## src/design/cbm_pkg.sv

```systemverilog
// Shared types and constants for the cartridge bank mapper.
// Used by the bank register file, the translator and the top level.
// No dependencies.
`default_nettype none

package cbm_pkg;

    // Bus operation carried by each input word.
    typedef enum logic [1:0] {
        FUNC_CPU_WR = 2'd0,
        FUNC_CPU_RD = 2'd1,
        FUNC_PPU_RD = 2'd2
    } t_func;

    // Destination of a translated access.
    typedef enum logic [2:0] {
        TGT_NONE    = 3'd0,
        TGT_PRG_RAM = 3'd1,
        TGT_PRG_ROM = 3'd2,
        TGT_CHR_ROM = 3'd3,
        TGT_NT_RAM  = 3'd4
    } t_target;

    // Configuration register indexes.
    localparam int unsigned CfgIdxW = 2;
    localparam logic [CfgIdxW-1:0] CFG_PRG_MASK = 2'd0;
    localparam logic [CfgIdxW-1:0] CFG_CHR_MASK = 2'd1;

    // Bank register offsets, decoded on address bits 11..0 in the 7000-7FFF window.
    localparam logic [11:0] OFS_CHR0  = 12'hEF0;
    localparam logic [11:0] OFS_CHR1  = 12'hEF1;
    localparam logic [11:0] OFS_CHR2  = 12'hEF2;
    localparam logic [11:0] OFS_CHR3  = 12'hEF3;
    localparam logic [11:0] OFS_CHR4  = 12'hEF4;
    localparam logic [11:0] OFS_CHR5  = 12'hEF5;
    localparam logic [11:0] OFS_PRG0A = 12'hEFA;
    localparam logic [11:0] OFS_PRG0B = 12'hEFB;
    localparam logic [11:0] OFS_PRG1A = 12'hEFC;
    localparam logic [11:0] OFS_PRG1B = 12'hEFD;
    localparam logic [11:0] OFS_PRG2A = 12'hEFE;
    localparam logic [11:0] OFS_PRG2B = 12'hEFF;

    // Bank value constants.
    localparam logic [7:0] CHR_LOW_MASK  = 8'h7F;
    localparam logic [7:0] CHR_2K_MASK   = 8'h7E;
    localparam logic [7:0] PRG_FIXED     = 8'hFF;
    localparam logic [7:0] PRG2_RESET    = 8'hFE;
    localparam logic [7:0] MASK_RESET    = 8'hFF;

    // One input word.
    typedef struct packed {
        logic [1:0]  func;
        logic [15:0] addr;
        logic [7:0]  data;
    } t_req;

    // One result word.
    typedef struct packed {
        logic [2:0]  target;
        logic [20:0] mapped_addr;
    } t_rsp;

    // Bank state seen by the translator.
    typedef struct packed {
        logic [2:0][7:0] prg_banks;
        logic [5:0][7:0] chr_banks;
        logic [1:0]      mirror_pages;
        logic [7:0]      prg_bank_mask;
        logic [7:0]      chr_bank_mask;
    } t_bank_state;

endpackage

`default_nettype wire

```

## src/design/cbm_req_if.sv

```systemverilog
// Request channel: valid/ready handshake carrying one bus access word.
// Depends on nothing; field widths follow the mapper's input word.
`default_nettype none

interface cbm_req_if;
    logic        valid;
    logic        ready;
    logic [1:0]  func;
    logic [15:0] addr;
    logic [7:0]  data;

    modport source (output valid, output func, output addr, output data, input ready);
    modport sink   (input valid, input func, input addr, input data, output ready);
endinterface

`default_nettype wire

```

## src/design/cbm_rsp_if.sv

```systemverilog
// Response channel: valid/ready handshake carrying one translated access word.
// Depends on nothing; field widths follow the mapper's result word.
`default_nettype none

interface cbm_rsp_if;
    logic        valid;
    logic        ready;
    logic [2:0]  target;
    logic [20:0] mapped_addr;

    modport source (output valid, output target, output mapped_addr, input ready);
    modport sink   (input valid, input target, input mapped_addr, output ready);
endinterface

`default_nettype wire

```

## src/design/cbm_regs.sv

```systemverilog
// Bank register file: program, character and mirroring registers plus the two size masks.
// Depends on cbm_pkg. Bus writes land when the word leaves the input register.
`default_nettype none

module cbm_regs
    import cbm_pkg::*;
(
    input  wire logic                 i_clk,
    input  wire logic                 i_rst_n,
    input  wire logic                 i_cfg_we,
    input  wire logic [CfgIdxW-1:0]   i_cfg_idx,
    input  wire logic [7:0]           i_cfg_data,
    input  wire logic                 i_upd,
    input  wire t_req                 i_req,
    output t_bank_state               o_state
);

    logic [2:0][7:0] r_prg;
    logic [5:0][7:0] r_chr;
    logic [1:0]      r_mirror;
    logic [7:0]      r_prg_mask;
    logic [7:0]      r_chr_mask;
    logic            wr_hit;

    // A bus write to 7000-7FFF reaches the register decode.
    assign wr_hit = i_upd && (i_req.func == FUNC_CPU_WR) && (i_req.addr[15:12] == 4'h7);

    // Bank registers, loaded from the data byte.
    always_ff @(posedge i_clk) begin
        if (!i_rst_n) begin
            r_prg[0] <= 8'h00;
            r_prg[1] <= 8'h01;
            r_prg[2] <= PRG2_RESET;
            for (int i = 0; i < 6; i++) begin
                r_chr[i] <= 8'(i);
            end
            r_mirror <= 2'b00;
        end else if (wr_hit) begin
            case (i_req.addr[11:0])
                OFS_CHR0: begin
                    r_chr[0]    <= i_req.data & CHR_LOW_MASK;
                    r_mirror[0] <= i_req.data[7];
                end
                OFS_CHR1: begin
                    r_chr[1]    <= i_req.data & CHR_LOW_MASK;
                    r_mirror[1] <= i_req.data[7];
                end
                OFS_CHR2:             r_chr[2] <= i_req.data;
                OFS_CHR3:             r_chr[3] <= i_req.data;
                OFS_CHR4:             r_chr[4] <= i_req.data;
                OFS_CHR5:             r_chr[5] <= i_req.data;
                OFS_PRG0A, OFS_PRG0B: r_prg[0] <= i_req.data;
                OFS_PRG1A, OFS_PRG1B: r_prg[1] <= i_req.data;
                OFS_PRG2A, OFS_PRG2B: r_prg[2] <= i_req.data;
                default: ;
            endcase
        end
    end

    // Size masks from the configuration port; unknown indexes are ignored.
    always_ff @(posedge i_clk) begin
        if (!i_rst_n) begin
            r_prg_mask <= MASK_RESET;
            r_chr_mask <= MASK_RESET;
        end else if (i_cfg_we) begin
            case (i_cfg_idx)
                CFG_PRG_MASK: r_prg_mask <= i_cfg_data;
                CFG_CHR_MASK: r_chr_mask <= i_cfg_data;
                default: ;
            endcase
        end
    end

    assign o_state.prg_banks     = r_prg;
    assign o_state.chr_banks     = r_chr;
    assign o_state.mirror_pages  = r_mirror;
    assign o_state.prg_bank_mask = r_prg_mask;
    assign o_state.chr_bank_mask = r_chr_mask;

endmodule

`default_nettype wire

```

## src/design/cbm_xlate.sv

```systemverilog
// Address translator: turns one bus access and the current bank state into a target and address.
// Depends on cbm_pkg. Purely combinational.
`default_nettype none

module cbm_xlate
    import cbm_pkg::*;
(
    input  wire t_req        i_req,
    input  wire t_bank_state i_state,
    output t_rsp             o_rsp
);

    logic [1:0] prg_win;
    logic [7:0] prg_bank;
    logic [2:0] chr_win;
    logic [2:0] chr_idx;
    logic [7:0] chr_bank;

    // Program window bank: E000 window is fixed to the last bank.
    assign prg_win = i_req.addr[14:13];
    always_comb begin
        case (prg_win)
            2'd0:    prg_bank = i_state.prg_banks[0];
            2'd1:    prg_bank = i_state.prg_banks[1];
            2'd2:    prg_bank = i_state.prg_banks[2];
            default: prg_bank = PRG_FIXED;
        endcase
    end

    // Character window bank: two 2K windows, then four 1K windows.
    assign chr_win = i_req.addr[12:10];
    assign chr_idx = chr_win - 3'd2;
    always_comb begin
        if (!chr_win[2]) begin
            chr_bank = (i_state.chr_banks[{2'b00, chr_win[1]}] & CHR_2K_MASK)
                     | {7'b0, chr_win[0]};
        end else begin
            case (chr_idx)
                3'd2:    chr_bank = i_state.chr_banks[2];
                3'd3:    chr_bank = i_state.chr_banks[3];
                3'd4:    chr_bank = i_state.chr_banks[4];
                default: chr_bank = i_state.chr_banks[5];
            endcase
        end
    end

    // Target and address selection.
    always_comb begin
        o_rsp.target      = TGT_NONE;
        o_rsp.mapped_addr = '0;
        case (i_req.func)
            FUNC_CPU_WR, FUNC_CPU_RD: begin
                if (i_req.addr[15:13] == 3'b011) begin
                    o_rsp.target      = TGT_PRG_RAM;
                    o_rsp.mapped_addr = {8'b0, i_req.addr[12:0]};
                end else if (i_req.addr[15] && (i_req.func == FUNC_CPU_RD)) begin
                    o_rsp.target      = TGT_PRG_ROM;
                    o_rsp.mapped_addr = {prg_bank & i_state.prg_bank_mask, i_req.addr[12:0]};
                end
            end
            FUNC_PPU_RD: begin
                if (!i_req.addr[13]) begin
                    o_rsp.target      = TGT_CHR_ROM;
                    o_rsp.mapped_addr = {3'b0, chr_bank & i_state.chr_bank_mask,
                                         i_req.addr[9:0]};
                end else begin
                    o_rsp.target      = TGT_NT_RAM;
                    o_rsp.mapped_addr = {10'b0, i_state.mirror_pages[i_req.addr[11]],
                                         i_req.addr[9:0]};
                end
            end
            default: ;
        endcase
    end

endmodule

`default_nettype wire

```

## src/design/cartridge_bank_mapper.sv

```systemverilog
// Top level of the cartridge bank mapper: input register, translator and result register.
// Depends on cbm_pkg, cbm_req_if, cbm_rsp_if, cbm_regs and cbm_xlate.
// Each accepted bus access word gives exactly one result word, passing through the input register
// and then the result register, and a new word is taken every cycle while the output is not
// stalled. The input register and the result register frame the single translation stage. Bank
// register writes carried by bus words take effect for the very next word. The user must load the
// size masks on the configuration port while no words are in flight; the block leaves this to the user.
`default_nettype none

module cartridge_bank_mapper
    import cbm_pkg::*;
(
    input  wire logic               i_clk,
    input  wire logic               i_rst_n,
    input  wire logic               i_cfg_we,
    input  wire logic [CfgIdxW-1:0] i_cfg_idx,
    input  wire logic [7:0]         i_cfg_data,
    cbm_req_if.sink                 i_req,
    cbm_rsp_if.source               o_rsp
);

    logic        r_in_vld;
    t_req        r_in;
    logic        r_out_vld;
    t_rsp        r_out;
    logic        advance;
    logic        in_acc;
    t_req        req_word;
    t_rsp        xlate_rsp;
    t_bank_state bank_state;

    // Pipeline flow: the stage moves whenever the result register is free or being emptied.
    assign advance     = !r_out_vld || o_rsp.ready;
    assign i_req.ready = !r_in_vld || advance;
    assign in_acc      = i_req.valid && i_req.ready;

    assign req_word.func = i_req.func;
    assign req_word.addr = i_req.addr;
    assign req_word.data = i_req.data;

    // Input register.
    always_ff @(posedge i_clk) begin
        if (!i_rst_n) begin
            r_in_vld <= 1'b0;
        end else if (i_req.ready) begin
            r_in_vld <= i_req.valid;
        end
    end

    always_ff @(posedge i_clk) begin
        if (in_acc) begin
            r_in <= req_word;
        end
    end

    // Bank registers, updated as the word leaves the input register.
    cbm_regs u_regs (
        .i_clk      (i_clk),
        .i_rst_n    (i_rst_n),
        .i_cfg_we   (i_cfg_we),
        .i_cfg_idx  (i_cfg_idx),
        .i_cfg_data (i_cfg_data),
        .i_upd      (r_in_vld && advance),
        .i_req      (r_in),
        .o_state    (bank_state)
    );

    cbm_xlate u_xlate (
        .i_req   (r_in),
        .i_state (bank_state),
        .o_rsp   (xlate_rsp)
    );

    // Result register.
    always_ff @(posedge i_clk) begin
        if (!i_rst_n) begin
            r_out_vld <= 1'b0;
        end else if (advance) begin
            r_out_vld <= r_in_vld;
        end
    end

    always_ff @(posedge i_clk) begin
        if (advance && r_in_vld) begin
            r_out <= xlate_rsp;
        end
    end

    assign o_rsp.valid       = r_out_vld;
    assign o_rsp.target      = r_out.target;
    assign o_rsp.mapped_addr = r_out.mapped_addr;

`ifndef SYNTHESIS
    // A word leaving the input register always lands in the result register.
    a_stage_moves: assert property (@(posedge i_clk) disable iff (!i_rst_n)
        r_in_vld && advance |=> r_out_vld)
        else $error("word lost between input and result registers");

    // Unmapped accesses carry a zero address.
    a_none_zero: assert property (@(posedge i_clk) disable iff (!i_rst_n)
        o_rsp.valid && (o_rsp.target == TGT_NONE) |-> (o_rsp.mapped_addr == '0))
        else $error("unmapped access with non-zero address");

    // Nametable and program RAM addresses stay inside their windows.
    a_window_range: assert property (@(posedge i_clk) disable iff (!i_rst_n)
        o_rsp.valid && ((o_rsp.target == TGT_NT_RAM && o_rsp.mapped_addr[20:11] != '0) ||
                        (o_rsp.target == TGT_PRG_RAM && o_rsp.mapped_addr[20:13] != '0))
        |-> 1'b0)
        else $error("translated address outside its window");

    // Nothing accepted while both registers are full and the output is stalled.
    a_full_stall: assert property (@(posedge i_clk) disable iff (!i_rst_n)
        r_in_vld && r_out_vld && !o_rsp.ready |-> !i_req.ready)
        else $error("word accepted into a full pipeline");
`endif

endmodule

`default_nettype wire
```

## src/flat_wrapper.sv

```systemverilog
// flat-port wrapper written by rule: the top's interface ports become plain ports
module cartridge_bank_mapper_flat import cbm_pkg::*;
  (i_clk, i_rst_n, i_cfg_we, i_cfg_idx, i_cfg_data, i_req_valid, i_req_func, i_req_addr, i_req_data, i_req_ready, o_rsp_valid, o_rsp_target, o_rsp_mapped_addr, o_rsp_ready);
  cbm_req_if i_req_i ();
  cbm_rsp_if o_rsp_i ();
  input  wire logic i_clk;
  input  wire logic i_rst_n;
  input  wire logic i_cfg_we;
  input  wire logic [CfgIdxW-1:0] i_cfg_idx;
  input  wire logic [7:0] i_cfg_data;
  input wire logic [$bits(i_req_i.valid)-1:0] i_req_valid;
  input wire logic [$bits(i_req_i.func)-1:0] i_req_func;
  input wire logic [$bits(i_req_i.addr)-1:0] i_req_addr;
  input wire logic [$bits(i_req_i.data)-1:0] i_req_data;
  output wire logic [$bits(i_req_i.ready)-1:0] i_req_ready;
  output wire logic [$bits(o_rsp_i.valid)-1:0] o_rsp_valid;
  output wire logic [$bits(o_rsp_i.target)-1:0] o_rsp_target;
  output wire logic [$bits(o_rsp_i.mapped_addr)-1:0] o_rsp_mapped_addr;
  input wire logic [$bits(o_rsp_i.ready)-1:0] o_rsp_ready;
  assign i_req_i.valid = i_req_valid;
  assign i_req_i.func = i_req_func;
  assign i_req_i.addr = i_req_addr;
  assign i_req_i.data = i_req_data;
  assign i_req_ready = i_req_i.ready;
  assign o_rsp_valid = o_rsp_i.valid;
  assign o_rsp_target = o_rsp_i.target;
  assign o_rsp_mapped_addr = o_rsp_i.mapped_addr;
  assign o_rsp_i.ready = o_rsp_ready;
  cartridge_bank_mapper u_core (.i_clk(i_clk), .i_rst_n(i_rst_n), .i_cfg_we(i_cfg_we), .i_cfg_idx(i_cfg_idx), .i_cfg_data(i_cfg_data), .i_req(i_req_i), .o_rsp(o_rsp_i));
endmodule
```

## config.mk

```make
export PLATFORM = sky130hd
export DESIGN_NAME = cartridge_bank_mapper_flat
export DESIGN_NICKNAME = d
export VERILOG_FILES = /design/src/design/cbm_pkg.sv /design/src/design/cbm_req_if.sv /design/src/design/cbm_rsp_if.sv /design/src/design/cbm_regs.sv /design/src/design/cbm_xlate.sv /design/src/design/cartridge_bank_mapper.sv /design/src/flat_wrapper.sv
export SDC_FILE = /design/constraint.sdc
export NUM_CORES = 1
export LEC_CHECK = 0
export BUFFER_PORTS_ARGS = -buffer_cell sky130_fd_sc_hd__buf_4
export CAP_MARGIN = 20
export CORE_MARGIN = 1.5
export CORE_UTILIZATION = 45
export CTS_BUF_LIST = sky130_fd_sc_hd__clkbuf_8
export DETAILED_ROUTE_END_ITERATION = 7
export GPL_ROUTABILITY_DRIVEN = 0
export HOLD_SLACK_MARGIN = 0.03
export PLACE_DENSITY_LB_ADDON = 0.1
export SLEW_MARGIN = 20
export SYNTH_ARGS = -nofsm -noshare
export SYNTH_HDL_FRONTEND = slang
export SYNTH_HIERARCHICAL = 1
export SYNTH_SLANG_ARGS = --single-unit
```

## constraint.sdc

```tcl
create_clock -name i_clk -period 3.1 [get_ports i_clk]
set_clock_uncertainty 0.15 [all_clocks]
set_input_delay 0.31 -clock i_clk [delete_from_list [all_inputs] [get_ports i_clk]]
set_output_delay 0.31 -clock i_clk [all_outputs]
set_load 0.01 [all_outputs]
```

==> results.tsv, run 1 <==
metric	value	unit
grt_first_pass_wirelength	22.3	mm
yosys_warnings	6	
slowest_stage	nor4_4	
hold_path_class	input port to flip-flop	
cts.path.max_buffers	2	
fin_util	0.574	
area_delta_synth_final	24.3	%
grt_pass1_vias	4107	
drv_slew	0	
hold_viol	0	
die_h	117	um
stdcell_count	798	
end_kind	flip-flop	
clock.fmax	0.402	GHz
crit_type	input port to flip-flop	
rows	41	
synth_cells	513	
fin_crit_sh	0.802	
layout_setup_ws	0.615	ns
worst_skew_pair.late_latency	0.46	ns
tns	0	ns
final_area	7240	um^2
layout_min_cycle_time	2.49	ns
hold_depth	2	
power.density	515	nW/um^2
fp.dieArea	13600	um^2
syn_area_per_cell	11.4	um^2
avgRoutedWirePerCell	18.1	um
dp_hpwl	9.61	mm
whs	0.106	ns
cp_data_required_time	3.26	ns
numCtsBuffers	17	
routed_wl	14.4	mm
place_inst	729	
io_pins	67	
vdd_drop_max	0.496	mV
grt_max_degree	60	
nNetsFinal	654	
drc	0	
leakagePower	3.08	nW
diodes	0	
worst_setup_path_start_kind	input port	
slowest_delay	0.62	ns
antenna_left	0	
cts_root_buffer	clkbuf_8	
outcome	finished clean	
netlist_area	5830	um^2
worstHoldEndpoint	u_core/u_regs/o_state[85]$_SDFFE_PN1P_	
syn_nets	554	
grt_overflow	0	
drive_gt1_frac	0.227	
crit_fanout	8	
grt_usage	0.227	
crit_arrival	2.65	ns
ctsResizeCount	0	
crit-reg2reg-launch	u_core/r_in[21]$_DFFE_PP_	
crit_chain	dlygate4sd3_1, buf_4, nor2b_4, nor2b_2, nand4_1, nor4_4, nand3_2, mux2i_1	
dr.pass1.iters	5	
max_cap_viol_count	0	
rsz0062_at_grt	no	
setup_viol	0	
dpl_cell_area	6480	um^2
r2r_end	u_core/u_regs/o_state[53]$_SDFFE_PN0P_	
worstMarginPinSlew	0.910	ns
worstHoldStart	i_rst_n	
r2r_setup_slack	0.64	ns
cts.clk_slew.worst_paths	0.07	ns
grt_antenna_before_repair	0	
tritoncts	built	
io_buffers	66	
r2r_cells	4	
cts_max_level	4	
core_area	12600	um^2
total_power	3.73	mW
relSlewSlack	0.392	
vias	4266	
die_width	117	um
drt_iter0_markers	353	
clock_sinks	138	
viasPerCell	5.35	
post-place-ws	0.649	ns
start_util	0.462	
-- report_power, final --
part           internal (mW)  switching (mW)  total [mW]
sequential              1.93          0.0400        1.97
clock                  0.792           0.668        1.46
combinational          0.142           0.154       0.296
-- cell type report --
| cell class | instances | area (um^2) |
|---|---|---|
| flip-flops and latches | 138 | 3260 |
| clock inverters | 14 | 140 |
| fillers | 1122 | 5380 |
| inverters | 5 | 18.8 |
| repair buffers | 111 | 938 |
| clock buffers | 18 | 248 |
| well taps | 172 | 215 |
| multi-input cells | 340 | 2420 |
-- worst max-delay path by stage --
stage	slack, ns	end	cells after the start	from
finish	0.61	u_core/u_regs/o_state[53]$_SDFFE_PN0P_	8	o_rsp_ready
global route	0.42	u_core/u_regs/o_state[47]$_SDFFE_PN0P_	4	u_core/r_in[21]$_DFFE_PP_
CTS	0.61	u_core/u_regs/o_state[48]$_SDFFE_PN0P_	4	u_core/r_in[21]$_DFFE_PP_
detailed placement	0.65	u_core/u_regs/o_state[47]$_SDFFE_PN0P_	4	u_core/r_in[21]$_DFFE_PP_
global placement	0.74	u_core/u_regs/o_state[32]$_SDFFE_PN0P_	4	u_core/r_in[21]$_DFFE_PP_
floorplan	0.22	u_core/u_regs/o_state[85]$_SDFFE_PN1P_	7	u_core/o_rsp.valid$_SDFFE_PN0P_
-- worst max-delay path, delay by kind of cell --
family,cells,cell delay (ns)
muxes,1,0.21
buffers and inverters,2,0.65
and+or+nand+nor,5,1.48
-- routing by layer --
| layer | global-route usage | routed length, um | vias to the layer above |
|---|---|---|---|
| met5 | 0 | 0 | - |
| met4 | 0.0956 | 290 | 0 |
| met3 | 0.0551 | 701 | 24 |
| met2 | 0.359 | 6940 | 89 |
| met1 | 0.300 | 6510 | 2089 |
| li1 | - | - | 2064 |
-- flip-flops by register name, summed over array words and instances, names as in the netlist --
signal and cells:
u_core/o_rsp.mapped_addr 21, u_core/o_rsp.target 3, u_core/o_rsp.valid 1, u_core/r_in 26, u_core/r_in_vld 1, u_core/u_regs/o_state 68
u_core/u_regs/r_chr_mask 8, u_core/u_regs/r_mirror 2, u_core/u_regs/r_prg_mask 8
-- placed cells by master, fill, tap and decap left out, types with 2 or more instances in the layout --
cell / n
inv_1: 9
buf_4: 73
or2_2: 3
dlygate4sd3_1: 37
nand4_1: 6
nand3b_1: 3
and3b_1: 3
o221a_2: 4
nand3_2: 3
edfxtp_1: 50
and3_1: 6
o31ai_1: 5
nor2b_1: 12
nand2b_1: 3
o21ai_0: 13
a21oi_1: 3
clkbuf_8: 18
nor4_1: 2
nor3b_1: 11
dfxtp_1: 88
bufinv_16: 3
mux2_2: 12
nand2_1: 98
clkinv_2: 4
and2_1: 2
nor4_4: 2
o21a_1: 3
mux2i_1: 76
clkinv_1: 2
o211ai_1: 11
o2111ai_1: 6
or3b_2: 7
nand3_1: 25
-- repair_timing --
action	in CTS	in global routing
endpoints found under the hold margin	44	0
setup buffers	0	0
hold buffers	37	0
Note: power is estimated with default switching activity, not from simulation.
==> run 2: changes to the inputs <==
- clock period: 3.1 -> 2.5 ns (I/O delays scaled with it)
==> run 2 against run 1 <==
  * Sequential power increased by 24%
  * Sequential share of layout area decreased by 0.28 points
  * Global-route usage increased by 0.33 points
  * Non-clock buffer count increased by 11
  * Clock power increased by 5%
  * Die area unchanged
  * Count of clock-buffer cells in the layout increased by 1
  * Total power increased by 17%
  * First-iteration DRC count increased by 0.57%
  * Combinational power increased by 30%
  * Wire length increased by 0.92%
  * Cell count increased by 1.4%
==> results.tsv, run 2 (synthesis gave the netlist of run 1 again) <==
metric	value	unit	change
post-place-ws	0.106	ns	-0.543 ns
end_kind	flip-flop		
hold_depth	5		+3
drv_slew	0		unchanged
vias	4259		-0.16%
die_width	117	um	unchanged
fp.dieArea	13600	um^2	unchanged
antenna_left	0		unchanged
routed_wl	14.6	mm	+0.92%
viasPerCell	5.26		-1.5%
largest_register_ffs	68		unchanged
crit_fanout	8		unchanged
fillers	1128		+0.53%
total_power	4.36	mW	+17%
grt_overflow	0		unchanged
final_cell_mix	nand2_1 (98), dfxtp_1 (87), buf_4 (82)		
area_delta_synth_final	25.1	%	
grt_usage	0.230		+0.00335
worst_setup_path_start_kind	flip-flop		
dr.pass1.iters	4		-1
io_buffers	66		unchanged
leakagePower	3.11	nW	+0.85%
tns	0	ns	unchanged
final_common_cell	nand2_1		
setup_viol	0		unchanged
cts.path.max_buffers	2		unchanged
crit-reg2reg-launch	u_core/r_in_vld$_SDFFE_PN0P_		
relSlewSlack	0.598		+0.206
cts.clk_slew.worst_paths	0.07	ns	about the same
numCtsBuffers	17		unchanged
stdcell_count	809		+1.4%
rsz0062_at_grt	no		
whs	0.108	ns	+0.00263 ns
power.density	597	nW/um^2	+16%
outcome	finished clean		
drc	0		unchanged
clock_sinks	138		unchanged
crit_arrival	2.57	ns	-0.08 ns
fin_util	0.578		+0.00387
grt_max_degree	34		-43%
worstHoldStart	i_cfg_idx[1]		
cts_max_level	4		unchanged
fin_crit_sh	0.941		
diodes	0		unchanged
final_area	7290	um^2	+0.67%
start_util	0.462		unchanged
die_h	117	um	unchanged
rows	41		unchanged
grt_first_pass_wirelength	22.7	mm	+1.6%
layout_min_cycle_time	2.35	ns	
grt_antenna_before_repair	0		unchanged
max_cap_viol_count	0		unchanged
place_inst	737		+1.1%
r2r_end	u_core/u_regs/o_state[45]$_SDFFE_PN0P_		
io_pins	67		unchanged
core_area	12600	um^2	unchanged
hold_viol	0		unchanged
cts_root_buffer	clkbuf_8		
r2r_cells	5		+1
grt_pass1_vias	4280		+4.2%
avgRoutedWirePerCell	18.0	um	-0.45%
layout_setup_ws	0.148	ns	-0.467 ns
worstMarginPinSlew	0.599	ns	-0.312 ns
drt_iter0_markers	355		+0.57%
nNetsFinal	665		+1.7%
r2r_setup_slack	0.15	ns	-0.49 ns
seqCellArea	3260	um^2	about the same
tritoncts	built		
worst_skew_pair.late_latency	0.45	ns	about the same
worstHoldEndpoint	u_core/u_regs/r_prg_mask[4]$_SDFFE_PN1P_		
dp_hpwl	10.0	mm	+4.3%
hold_path_class	input port to flip-flop		
dpl_cell_area	6550	um^2	+1.0%
clock.fmax	0.425	GHz	
vdd_drop_max	0.408	mV	-18%
drive_gt1_frac	0.243		+0.0165
multi_input_area	2440	um^2	+0.93%
cp_data_required_time	2.72	ns	-0.54 ns
crit_type	flip-flop to flip-flop		
-- run 2: cell types whose count changed in the layout (fill, tap and decap cells not counted), sizes merged --
| cell | change |
|---|---|
| bufinv | -3 |
| clkinv | +2 |
| clkbuf | +1 |
| buf | +9 |
| dlygate4sd3 | +2 |
-- run 2: cell type report --
class | instances | area share
inverter | 5 | 0.00257
clock inverter | 13 | 0.00875
timing repair buffer | 122 | 0.141
tap | 172 | 0.0295
multi-input combinational | 340 | 0.335
sequential | 138 | 0.448
clock buffer | 19 | 0.0359
-- run 2: worst max-delay path by stage --
stage / startpoint / endpoint
floorplan: u_core/o_rsp.valid$_SDFFE_PN0P_ / u_core/u_regs/o_state[85]$_SDFFE_PN1P_
detailed placement: u_core/r_in_vld$_SDFFE_PN0P_ / u_core/u_regs/o_state[45]$_SDFFE_PN0P_
finish: u_core/r_in_vld$_SDFFE_PN0P_ / u_core/u_regs/o_state[45]$_SDFFE_PN0P_
CTS: u_core/r_in_vld$_SDFFE_PN0P_ / u_core/u_regs/o_state[45]$_SDFFE_PN0P_
global placement: u_core/r_in[24]$_DFFE_PP_ / u_core/u_regs/o_state[30]$_SDFFE_PN0P_
global route: u_core/r_in_vld$_SDFFE_PN0P_ / u_core/u_regs/o_state[48]$_SDFFE_PN0P_
-- run 2: worst max-delay path: stages (launching register included) --
cell	delay [ns]
dfxtp_1	0.44
nor2b_4	0.20
nand4_1	0.30
nor4_4	0.51
and3_2	0.42
mux2i_1	0.24
-- run 2: routing by layer --
layer  GRT usage  share of wire  up-vias  routed length [um]
met3      0.0597          0.036       18                 530
met4      0.0811          0.015        0                 221
met1       0.290           0.45     2084                6550
met5           0              0        -                   0
met2       0.385           0.50       79                7270
li1            -              -     2078                   -
-- run 2: repair_timing --
item                                    4_1_cts  5_1_grt
hold buffers                                 39        0
endpoints found under the setup margin        0       30
resized for setup                             0        4
setup buffers                                 0        1
hold endpoints to repair                     49        0
-- run 2: power breakdown --
part           total, mW  switching (mW)  internal [mW]
Combinational      0.384           0.199          0.185
Sequential          2.44          0.0443           2.39
Clock               1.53           0.827          0.706
